**src/hw/rtl/oal_pkg.sv**
```systemverilog
// oal_pkg: shared types and constants for the ordered array list
// request codes, status codes, cell command and group result structs
// no dependencies
package oal_pkg;

    // default list capacity
    localparam int DEPTH_DEFAULT = 128;

    // cells per reduction group (power of two)
    localparam int GRP_IW   = 4;
    localparam int GRP_SIZE = 1 << GRP_IW;

    // request codes
    typedef enum logic [2:0] {
        K_INSERT = 3'd0,
        K_DELETE = 3'd1,
        K_READ   = 3'd2,
        K_FIND   = 3'd3,
        K_CLEAR  = 3'd4
    } kind_t;

    // result status codes
    typedef enum logic [1:0] {
        ST_OK        = 2'd0,
        ST_RANGE     = 2'd1,
        ST_FULL      = 2'd2,
        ST_NOT_FOUND = 2'd3
    } status_t;

    // per-cycle command broadcast to every cell
    typedef struct packed {
        logic ins;
        logic del;
        logic rd;
        logic fnd;
    } cell_cmd_t;

    // first hit within one group of cells
    typedef struct packed {
        logic               any;
        logic [GRP_IW-1:0]  idx;
        logic signed [31:0] data;
    } grp_res_t;

endpackage

```
**src/hw/rtl/oal_group.sv**
```systemverilog
// oal_group: lowest-index hit among one group of cells
// depends on oal_pkg
module oal_group (
    input  logic [oal_pkg::GRP_SIZE-1:0] hit,
    input  logic signed [31:0]           data [oal_pkg::GRP_SIZE],
    output oal_pkg::grp_res_t            res
);
    import oal_pkg::*;

    // scan from the top so the lowest hit wins
    always_comb
    begin
        res = '0;
        for (int i = GRP_SIZE - 1; i >= 0; i--)
        begin
            if (hit[i])
            begin
                res.any  = 1'b1;
                res.idx  = GRP_IW'(i);
                res.data = data[i];
            end
        end
    end

endmodule

```
**config.mk**
```make
export PLATFORM = sky130hd
export DESIGN_NAME = oal_group
export DESIGN_NICKNAME = d
export VERILOG_FILES = /design/src/hw/rtl/oal_pkg.sv /design/src/hw/rtl/oal_group.sv
export SDC_FILE = /design/constraint.sdc
export NUM_CORES = 1
export LEC_CHECK = 0
export BUFFER_PORTS_ARGS = -buffer_cell sky130_fd_sc_hd__buf_4
export CAP_MARGIN = 20
export CELL_PAD_IN_SITES_DETAIL_PLACEMENT = 0
export CELL_PAD_IN_SITES_GLOBAL_PLACEMENT = 1
export CORE_AREA = 4 4 221 223
export DETAILED_ROUTE_END_ITERATION = 8
export DIE_AREA = 0 0 225 227
export PLACE_DENSITY_LB_ADDON = 0.1
export RECOVER_POWER = 100
export REMOVE_ABC_BUFFERS = 1
export SETUP_SLACK_MARGIN = 0.3
export SLEW_MARGIN = 20
export SYNTH_ARGS = -nofsm -noshare
export SYNTH_HDL_FRONTEND = slang
export SYNTH_SLANG_ARGS = --single-unit
```
**constraint.sdc**
```tcl
create_clock -name vclk -period 4.34
set_clock_uncertainty 0.15 [all_clocks]
set_input_delay 0.434 -clock vclk [all_inputs]
set_output_delay 0.434 -clock vclk [all_outputs]
set_load 0.03 [all_outputs]
```
==> run_results.csv <==
group,metric,value,unit
power_and_ir_drop,p_leak,3.82,nW
detailed_routing,drt_iter0_markers,449,
worst_setup_path,cp.arrival,3050,ps
synth,synth-compound-area-share,73.1,%
power_and_ir_drop,ir_drop,0.0270,mV
detailed_routing,viasPerCell,4.43,
synth,ys_seq_area_share,0,%
detailed_routing,routed.top_layer,"met5",
placed_design,dpl.hpwl,39700,um
layout,n_sequential_cell,0,
layout,layout_common_cells,"buf_4 (576), a221oi_1 (60), o21ai_0 (59)",
detailed_routing,drt_wl_total,47000,um
global_route,grt_use_total,16.8,%
synth,synthMuxAreaShare,0,%
status,outcome,"finished, violations left",
worst_setup_path,critical-path-max-stage-delay,1250,ps
detailed_routing,antenna_left,0,
layout,synthToLayoutAreaGrowth,118,%
layout,nClkBuffers,0,
layout,drive_gt1_share,55.6,%
die,core,46600,um^2
timing,tns,0,ps
synth,ys_warn_count,0,
timing,fmax,275,MHz
synth,synth_area,4040,um^2
run,cap_violations,1,
clock_tree,postCtsSetupRepairBufs,0,
clock_tree,ctsResizeCount,0,
min_path,hold_start,"data[450]",
global_route,antenna_found_initial,8,
timing,setup_viol,0,
global_route,overflow,0,
worst_setup_path,required,3760,ps
detailed_routing,dr_total_vias,7614,
detailed_routing,met1_length,20100,um
worst_setup_path,cpMostUsedCell,"buf_4",
worst_setup_path,path_max_fanout,35,
detailed_routing,wl_met2,23400,um
die,initial_core_util,8.69,%
synth,synth_top_family_by_area,"compound AO/OA/AOI/OAI gates",
clock_tree,ctsHoldBuffers,0,
timing,min_period_over_period,83.8,%
status,failed_checks,"max-capacitance violations, max-slew violations",
synth,synth_fa_ha_area_share,0,%
worst_setup_path,startpoint,"hit[8]",
placed_design,postPlaceCellArea,8830,um^2
timing,hold_viol,0,
die,die_h,227,um
synth,synth_simple_gate_area_share,16.2,%
min_path,hp-class,"in -> out",
detailed_routing,wl_per_cell,27.3,um
worst_setup_path,critPathKind,"in -> out",
timing,slew_violations,36,
worst_setup_path,cp_cell_sequence,"buf_4, or2_1, a221oi_1, o31ai_1, a21oi_1, o21ai_0, buf_4",
synth,synth_cells,600,
timing,fin_crit,3630,ps
synth,avgSynthCellArea,6.74,um^2
layout,mostFrequentLayoutCell,"buf_4",
die,row_count,79,
placed_design,portBuffers,565,
layout,fin_area,8800,um^2
global_route,first_global_vias,8048,
die,io_pins,565,
synth,synth_cell_types,41,
layout,ff_latch_area,0,um^2
die,design.die.area,51100,um^2
detailed_routing,drc,0,
layout,post-route-util,18.9,%
placed_design,routabilityCongestion,0.821,
worst_setup_path,critPathSlowestCell,"or2_1",
detailed_routing,first_pass_iters,4,
power_and_ir_drop,p_per_area,107,nW/um^2
layout,nets,1639,
detailed_routing,met3_length,2950,um
timing,worst_slew_margin_rel,-11.8,%
die,fp.dieW,225,um
worst_setup_path,start_kind,"primary input",
global_route,grt_pass1_wl,62500,um
timing,tightest_slew,1680,ps
global_route,grt_start_max_net_pins,43,
synth,synthXorXnorAreaFrac,0,%
worst_setup_path,cp-end-kind,"primary output",
timing,rsz0062_at_grt,"no",
[cell families after synthesis]
| logic type | count (synthesis) |
|---|---|
| compound gates | 375 |
| buf+inv | 84 |
| simple gates | 141 |
[power by group]
| part | total (W) | switching [W] | internal, W |
|---|---|---|---|
| registers | 0 | 0 | 0 |
| clock network | 0.0000000000930 | 0 | 0.0000000000930 |
| logic | 0.000938 | 0.000466 | 0.000472 |
[worst paths after layout]
check	slack [ps]	depth (start not counted)	to
hold / removal	1090	4	res[2]
setup / recovery	710	7	res[15]
[per-layer routing]
metal  vias to the layer above  track usage (%)
li1                       3584                -
met1                      3688             22.3
met2                       318             29.4
met3                        22             2.97
met4                         2             1.68
met5                         -                0
[layout make-up]
cell class / instances / area, um^2
well taps: 607 / 759
multi-input cells: 516 / 3640
fillers: 5399 / 37800
repair buffers: 585 / 4360
inverters: 8 / 30.0
diodes: 3 / 7.51
[synthesized netlist by cell type, drive strengths merged]
| library cell | instances | share of area (%) |
|---|---|---|
| a221oi | 78 | 20 |
| o21ai | 68 | 8.4 |
| nand2 | 57 | 5.3 |
| nor2 | 46 | 4.3 |
| buf | 43 | 6.9 |
| o22ai | 42 | 6.5 |
| a221o | 38 | 9.4 |
| clkbuf | 33 | 3.1 |
| o221ai | 30 | 6.5 |
| o31ai | 24 | 4.5 |
| a22oi | 18 | 3.3 |
| o22a | 18 | 3.9 |
| a211oi | 16 | 3.0 |
| a21oi | 15 | 1.9 |
| nand3b | 10 | 1.9 |
| nor2b | 10 | 1.5 |
| o221a | 10 | 2.8 |
| a31oi | 8 | 1.2 |
| o211ai | 6 | 1.1 |
| or2 | 6 | 0.99 |
| inv | 5 | 0.46 |
| nand2b | 5 | 0.77 |
| clkinv | 3 | 0.28 |
| nand3 | 2 | 0.25 |
| o31a | 2 | 0.43 |
| a21o | 1 | 0.19 |
| nand4 | 1 | 0.15 |
| nor3 | 1 | 0.12 |
| nor3b | 1 | 0.19 |
| nor4 | 1 | 0.53 |
| o21bai | 1 | 0.19 |
| or3 | 1 | 0.15 |
[worst max-delay path: cells and delay by family]
kind | cells | cell delay [ps]
AND/OR/NAND/NOR | 1 | 1250
buffers and inverters | 2 | 360
AO/OA/AOI/OAI | 4 | 970
[metrics by stage]
| stage | worst slack (ps) | hold WS [ps] | total power [W] | instances |
|---|---|---|---|---|
| after detailed placement | 998 | 1090 | 0.000958 | 1716 |
| after global placement | 1020 | 1080 | 0.000962 | 1716 |
| final | 705 | 1090 | 0.000938 | 1719 |
| after CTS | 994 | 1090 | 0.000960 | 1716 |
| after floorplan | 957 | 830 | 0.000315 | 524 |
| after global routing | 426 | 1110 | 0.00101 | 1718 |
(Power assumes the default switching activity.)
