### config.mk
export PLATFORM = sky130hd
export DESIGN_NAME = oal_cell
export DESIGN_NICKNAME = d
export VERILOG_FILES = /design/src/hw/rtl/oal_pkg.sv /design/src/hw/rtl/oal_cell.sv
export SDC_FILE = /design/constraint.sdc
export NUM_CORES = 1
export LEC_CHECK = 0
export BUFFER_PORTS_ARGS = -buffer_cell sky130_fd_sc_hd__buf_2
export CAP_MARGIN = 25
export CORE_MARGIN = 2
export CORE_UTILIZATION = 35
export CTS_BUF_LIST = sky130_fd_sc_hd__clkbuf_8
export CTS_CLUSTER_DIAMETER = 30
export DETAILED_ROUTE_END_ITERATION = 10
export PLACE_DENSITY = 0.71
export REMOVE_ABC_BUFFERS = 1
export SLEW_MARGIN = 40
export SYNTH_ARGS = -nofsm -noshare
export SYNTH_HDL_FRONTEND = slang
export SYNTH_SLANG_ARGS = --single-unit
### constraint.sdc
create_clock -name clk -period 5.2 [get_ports clk]
set_clock_uncertainty 0.1 [all_clocks]
set_input_delay 1.04 -clock clk [delete_from_list [all_inputs] [get_ports clk]]
set_output_delay 1.04 -clock clk [all_outputs]
set_load 0.03 [all_outputs]
### src/hw/rtl/oal_pkg.sv
// oal_pkg: shared types and constants for the ordered array list
// request codes, status codes, cell command and group result structs
// no dependencies
package oal_pkg;

    // default list capacity
    localparam int DEPTH_DEFAULT = 128;

    // cells per reduction group (power of two)
    localparam int GRP_IW   = 4;
    localparam int GRP_SIZE = 1 << GRP_IW;

    // request codes
    typedef enum logic [2:0] {
        K_INSERT = 3'd0,
        K_DELETE = 3'd1,
        K_READ   = 3'd2,
        K_FIND   = 3'd3,
        K_CLEAR  = 3'd4
    } kind_t;

    // result status codes
    typedef enum logic [1:0] {
        ST_OK        = 2'd0,
        ST_RANGE     = 2'd1,
        ST_FULL      = 2'd2,
        ST_NOT_FOUND = 2'd3
    } status_t;

    // per-cycle command broadcast to every cell
    typedef struct packed {
        logic ins;
        logic del;
        logic rd;
        logic fnd;
    } cell_cmd_t;

    // first hit within one group of cells
    typedef struct packed {
        logic               any;
        logic [GRP_IW-1:0]  idx;
        logic signed [31:0] data;
    } grp_res_t;

endpackage

### src/hw/rtl/oal_cell.sv
// oal_cell: one entry of the list, shifts with its neighbors and flags hits
// depends on oal_pkg
module oal_cell #(
    parameter int IDX = 0,
    parameter int WW  = 9
) (
    input  logic               clk,
    input  oal_pkg::cell_cmd_t cmd,
    input  logic [WW-1:0]      p,
    input  logic [WW-1:0]      cnt,
    input  logic signed [31:0] value,
    input  logic signed [31:0] left_data,
    input  logic signed [31:0] right_data,
    output logic signed [31:0] data,
    output logic               hit
);
    import oal_pkg::*;

    localparam logic [WW-1:0] IDX_W = WW'(IDX);

    logic signed [31:0] data_reg;
    logic signed [31:0] data_next;
    logic               hit_reg;
    logic               hit_next;

    // insert opens a slot at p, delete closes it
    always_comb
    begin
        data_next = data_reg;
        if (cmd.ins)
        begin
            if (IDX_W == p)
                data_next = value;
            else if (IDX_W > p)
                data_next = left_data;
        end
        else if (cmd.del)
        begin
            if (IDX_W >= p)
                data_next = right_data;
        end
    end

    // hit for read at this slot or for a matching live entry
    always_comb
    begin
        hit_next = (cmd.rd && (IDX_W == p))
                || (cmd.fnd && (data_reg == value) && (IDX_W < cnt));
    end

    always_ff @(posedge clk)
    begin
        data_reg <= data_next;
        hit_reg  <= hit_next;
    end

    assign data = data_reg;
    assign hit  = hit_reg;

endmodule

==> results.sh, run 1 <==
export IMPL_ys_types=18
export IMPL_diodes=0
export IMPL_power_mw=0.571
export IMPL_peakVddDrop_mv=0.0875
export IMPL_core_sq_um=5570
export IMPL_hold_depth=3
export IMPL_num_rows=27
export IMPL_netlist_instances=194
export IMPL_finalNetCount=463
export IMPL_grt_pass1_vias=1840
export IMPL_p_per_area_nw_per_um2=192
export IMPL_die_width_um=80.6
export IMPL_grt_max_degree=65
export IMPL_grt_pass1_wl_um=8040
export IMPL_drive_above_1_share=0.470
export IMPL_swShare=0.232
export IMPL_reg2reg_slack_ns=3.60
export IMPL_cts_max_path_buffers=2
export IMPL_hp_class="flop to flop"
export IMPL_rr_startpoint="data[10]$_DFFE_PP_"
export IMPL_clk_pin_slew_ns=0.07
export IMPL_regArea_sq_um=981
export IMPL_cp_max_fo=33
export IMPL_final_cells=417
export IMPL_yosysWarnings=0
export IMPL_root_buffer="clkbuf_8"
export IMPL_drt_initial_drc_count=45
export IMPL_synth_edf_count=32
export IMPL_start_util=0.369
export IMPL_multi_input_area_sq_um=1010
export IMPL_largest_reg_flops=32
export IMPL_ff2ff_path_depth=5
export IMPL_insertion_delay_ns=0.28
export IMPL_ctsHoldBuffers=0
export IMPL_place_congestion=0.718
export IMPL_htree_levels=2
export IMPL_cts_resized=0
export IMPL_ys_seq_area_frac=0.477
export IMPL_cp_end_kind="flop"
export IMPL_synth_cell_area_sq_um=2050
export IMPL_rsz0062_at_grt="no"
export IMPL_port_buffers=151
export IMPL_syn2layout_area_growth_pct=44.5
export IMPL_intPower_mw=0.438
export IMPL_drt_vias_per_instance=4.68
export IMPL_ys_flop_type="edfxtp_1"
export IMPL_drc=0
export IMPL_worst_setup_path_type="input pin to flop"
export IMPL_grt_overflow_total=0
export IMPL_p_clk_frac=0.315
export IMPL_switching_power_mw=0.133
export IMPL_worst_ep_required_time_ns=5.10
export IMPL_die_y_um=80.6
export IMPL_grt_antenna_before_repair=0
export IMPL_setup_violations_final=0
export IMPL_hp_start="data[29]$_DFFE_PP_"
export IMPL_combPwrFrac=0.170
export IMPL_netlist_area_leader_share=0.468
export IMPL_synth_top_cells_by_area="edfxtp_1 (47%), mux2i_1 (16%), xnor2_1 (12%)"
export IMPL_slew_headroom=0.603
export IMPL_fin_crit_ns=2.40
export IMPL_worstPathArrival_ns=2.29
export IMPL_synth_most_common_cell="nor2_1"
export IMPL_finalSetupTns_ns=0
export IMPL_tightest_slew_ns=0.595
export IMPL_holdPathEnd="hit$_DFF_P_"
export IMPL_dp_hpwl_um=4160
export IMPL_fin_crit_sh=0.461
export IMPL_worst_setup_path_start_kind="input pin"
export IMPL_status="complete, no violations"
export IMPL_io_pins=152
export IMPL_async_flop_share=0
export IMPL_p_seq_frac=0.515
export IMPL_cts_sinks=33
export IMPL_synthTopCellsByCount="nor2_1 (35), a21oi_1 (32), edfxtp_1 (32), mux2i_1 (32), xnor2_1 (28)"
export IMPL_cts_tree="yes"
export IMPL_timing_fmax_mhz=418
export IMPL_wl_per_cell_um=12.7
export IMPL_slew_violations=0
export IMPL_r2r_end="hit$_DFF_P_"
export IMPL_avgSynthCellArea_sq_um=10.6
export IMPL_hold_viol_final=0
export IMPL_postCtsSetupRepairBufs=0
export IMPL_fillerInstances=537
export IMPL_routed_wl_um=5290
export IMPL_leakagePower_nw=1.50
export IMPL_numCtsBuffers=5
export IMPL_grt_total_usage=0.162
export IMPL_vias=1952
export IMPL_firstDrtPassIters=4
export IMPL_final_antenna_net_count=0
export IMPL_yosysTopAreaCell="edfxtp_1"
export IMPL_drv_cap=0
export IMPL_fp_dieArea_sq_um=6500
export IMPL_dp_cells=408
export IMPL_ys_ff_latch=33
-- worst max path at each step --
stage          from                 end  slack [ns]  depth (start not counted)
6_report       p[5]  data[18]$_DFFE_PP_        2.80                          6
3_3_place_gp   p[5]  data[10]$_DFFE_PP_        2.35                          4
3_5_place_dp   p[5]  data[14]$_DFFE_PP_        2.27                          4
5_1_grt        p[5]   data[4]$_DFFE_PP_        2.65                          6
2_1_floorplan  p[5]   data[0]$_DFFE_PP_        0.39                          3
4_1_cts        p[5]  data[13]$_DFFE_PP_        2.58                          4
-- cell families (layout without fill, tap and decap cells) --
family	after synthesis	after routing	share of synthesized area
compound gates	33	33	0.0810
xor+xnor	32	32	0.136
buf+inv	12	163	0.0347
flops	33	33	0.477
mux	32	32	0.156
simple gates	52	52	0.114
-- area by class of cell --
cell class,instances,share of cell area
Clock buffer,5,0.0232
Multi-Input combinational cell,149,0.342
Clock inverter,3,0.00421
Sequential cell,33,0.330
Tap cell,72,0.0303
Timing Repair Buffer,154,0.269
Inverter,1,0.00126
-- layer usage --
layer	share of wire	track usage	vias to the layer above	wire length [um]
li1	-	-	1011	-
met1	0.40	0.179	846	2100
met2	0.50	0.294	89	2630
met3	0.094	0.0528	6	499
met4	0.011	0.0458	0	58
met5	0	0	-	0
-- layout by cell type, fill, tap and decap left out --
master / count
nor2_1: 34
dfxtp_1: 1
buf_4: 2
a21oi_1: 32
xor2_1: 4
nor3_1: 2
nand4_1: 8
nor4_1: 4
nor2_4: 1
clkinv_2: 1
buf_16: 1
inv_1: 1
or3_1: 1
nand3_2: 1
buf_2: 151
clkinv_1: 2
o22ai_1: 1
mux2i_1: 32
edfxtp_1: 32
xnor2_1: 28
clkbuf_8: 5
or4_1: 1
-- per-stage QoR --
stage / instance area, sq um / util / worst slack [ns] / hold WS (ns)
6_report: 2970 / 0.533 / 2.80 / 0.511
5_1_grt: 2970 / 0.533 / 2.65 / 0.555
4_1_cts: 2940 / 0.528 / 2.58 / 0.512
3_5_place_dp: 2860 / 0.513 / 2.27 / 0.502
3_3_place_gp: 2860 / 0.513 / 2.35 / 0.491
2_1_floorplan: 1990 / - / 0.389 / 0.683
-- power by group through the flow --
stage          clock network, mW  registers [mW]  logic (mW)
5_1_grt                    0.197           0.294       0.109
2_1_floorplan                  0           0.301      0.0351
4_1_cts                    0.187           0.294      0.0980
3_3_place_gp                   0           0.300      0.0953
6_report                   0.180           0.294      0.0968
3_5_place_dp                   0           0.300      0.0977
-- worst max-delay path, cell delays in order --
cell     delay, ns
buf_2         0.10
nor4_1        0.32
nand3_2       0.17
buf_4         0.34
mux2i_1       0.22
a21oi_1       0.10
Power figures use the tool's default switching activity.
==> inputs of run 2 (changes only) <==
- clock period: 5.2 -> 2.5 ns (I/O delays scaled with it)
==> run 2 against run 1 <==
  * Critical path depth did not move
  * Global-route usage down 0.45 points
  * Clock-buffer cell count unchanged
  * Cell count up 0.24%
  * Non-clock buffer count is 2 higher
  * First-iteration DRC count down 13%
  * Die area did not move
  * Worst hold slack got worse by 0.12 ns
  * Critical endpoint is now data[7]$_DFFE_PP_
  * Largest cell class unchanged
  * Largest power group unchanged
==> results.sh, run 2 (same netlist as run 1, synthesis figures left out) <==
export IMPL_cts_max_path_buffers=2
export IMPL_drt_initial_drc_count=39
export IMPL_insertion_delay_ns=0.28
export IMPL_start_util=0.369
export IMPL_htree_levels=2
export IMPL_num_rows=27
export IMPL_syn2layout_area_growth_pct=44.6
export IMPL_fp_dieArea_sq_um=6500
export IMPL_wl_per_cell_um=12.5
export IMPL_die_y_um=80.6
export IMPL_cts_sinks=33
export IMPL_postCtsSetupRepairBufs=0
export IMPL_crit_slowest_cell="nor4_1"
export IMPL_slew_violations=0
export IMPL_cp_slowest_stage_delay_ns=0.32
export IMPL_final_antenna_net_count=0
export IMPL_path_cells="buf_2 -> nor4_1 -> nand3_2 -> buf_4 -> nor2_4 -> buf_12"
export IMPL_grt_pass1_wl_um=7870
export IMPL_io_pins=152
export IMPL_grt_total_usage=0.157
export IMPL_core_sq_um=5570
export IMPL_hold_viol_final=0
export IMPL_tightest_slew_ns=0.433
export IMPL_final_cell_mix="buf_2 (151), nor2_1 (34), mux2i_1 (32), a21oi_1 (32), edfxtp_1 (32)"
export IMPL_diodes=0
export IMPL_grt_overflow_total=0
export IMPL_worst_setup_path_start_kind="input pin"
export IMPL_cp_max_fo=32
export IMPL_worst_ep_required_time_ns=2.37
export IMPL_fin_crit_sh=0.724
export IMPL_drive_above_1_share=0.471
export IMPL_setup_violations_final=0
export IMPL_drc=0
export IMPL_layout_commonest_cell="buf_2"
export IMPL_cpLargestDelayFamily="simple AND/OR/NAND/NOR gates"
export IMPL_firstDrtPassIters=4
export IMPL_leakagePower_nw=1.50
export IMPL_hp_class="input pin to flop"
export IMPL_port_buffers=151
export IMPL_cts_resized=0
export IMPL_place_congestion=0.724
export IMPL_finalSetupTns_ns=0
export IMPL_vias=1966
export IMPL_numCtsBuffers=5
export IMPL_fillerInstances=549
export IMPL_drt_vias_per_instance=4.70
export IMPL_largest_reg_flops=32
export IMPL_timing_fmax_mhz=552
export IMPL_final_util=0.533
export IMPL_ctsHoldBuffers=0
export IMPL_status="complete, no violations"
export IMPL_grt_antenna_before_repair=0
export IMPL_clk_pin_slew_ns=0.06
export IMPL_slew_headroom=0.709
export IMPL_worst_setup_path_type="input pin to flop"
export IMPL_finalNetCount=465
export IMPL_cts_tree="yes"
export IMPL_root_buffer="clkbuf_8"
export IMPL_grt_pass1_vias=1852
export IMPL_grt_max_degree=33
export IMPL_multi_input_area_sq_um=1010
export IMPL_die_width_um=80.6
export IMPL_rsz0062_at_grt="no"
export IMPL_worstPathArrival_ns=1.68
export IMPL_fin_crit_ns=1.81
export IMPL_peakVddDrop_mv=0.226
export IMPL_drv_cap=0
export IMPL_routed_wl_um=5240
export IMPL_dp_hpwl_um=4250
export IMPL_cp_end_kind="flop"
export IMPL_critPathBufInv=3
export IMPL_p_per_area_nw_per_um2=393
export IMPL_regArea_sq_um=981
-- run 2: cell types whose count changed in the layout (fill, tap and decap cells not counted), sizes merged --
cell | before | now
buf | 154 | 156
clkinv | 3 | 1
inv | 1 | 2
-- run 2: cell type report --
| class | count | share of cell area |
|---|---|---|
| Timing Repair Buffer | 156 | 0.271 |
| Sequential cell | 33 | 0.330 |
| Clock buffer | 5 | 0.0232 |
| Inverter | 1 | 0.00126 |
| Multi-Input combinational cell | 149 | 0.341 |
| Tap cell | 72 | 0.0303 |
| Clock inverter | 2 | 0.00253 |
-- run 2: metrics by stage --
stage / std cells / cell area [sq um] / total power [mW] / setup WS [ns] / hold WS, ns
floorplan: 183 / 1990 / 0.698 / -1.77 / 0.553
finish: 418 / 2970 / 1.17 / 0.690 / 0.391
detailed placement: 411 / 2900 / 0.829 / 0.394 / 0.517
CTS: 418 / 2970 / 1.19 / 0.682 / 0.382
global placement: 411 / 2900 / 0.823 / 0.434 / 0.492
global route: 418 / 2970 / 1.23 / 0.646 / 0.387
-- run 2: where the power goes --
part / switching, mW / internal, mW / total, mW
Combinational: 0.0887 / 0.114 / 0.203
Sequential: 0.000567 / 0.611 / 0.612
Clock: 0.170 / 0.183 / 0.353
-- run 2: tightest hold or removal path, delay by kind of cell --
kind | cells | cell delay, ns
buf+inv | 2 | 0.14
compound gates | 1 | 0.07
-- run 2: final timing paths --
path                             to  cells after the start          startpoint  slack, ns
hold / removal          hit$_DFF_P_                      3              cmd[1]       0.39
hold reg to reg         hit$_DFF_P_                      3  data[29]$_DFFE_PP_       0.52
setup reg to reg        hit$_DFF_P_                      5  data[10]$_DFFE_PP_       0.85
setup / recovery  data[7]$_DFFE_PP_                      6                p[5]       0.69
-- run 2: layer usage --
layer  part of all wire  vias up  track usage
li1                   -     1010            -
met1               0.40      860        0.179
met2               0.50       92        0.283
met3              0.095        4       0.0382
met4             0.0052        0       0.0559
met5                  0        -            0
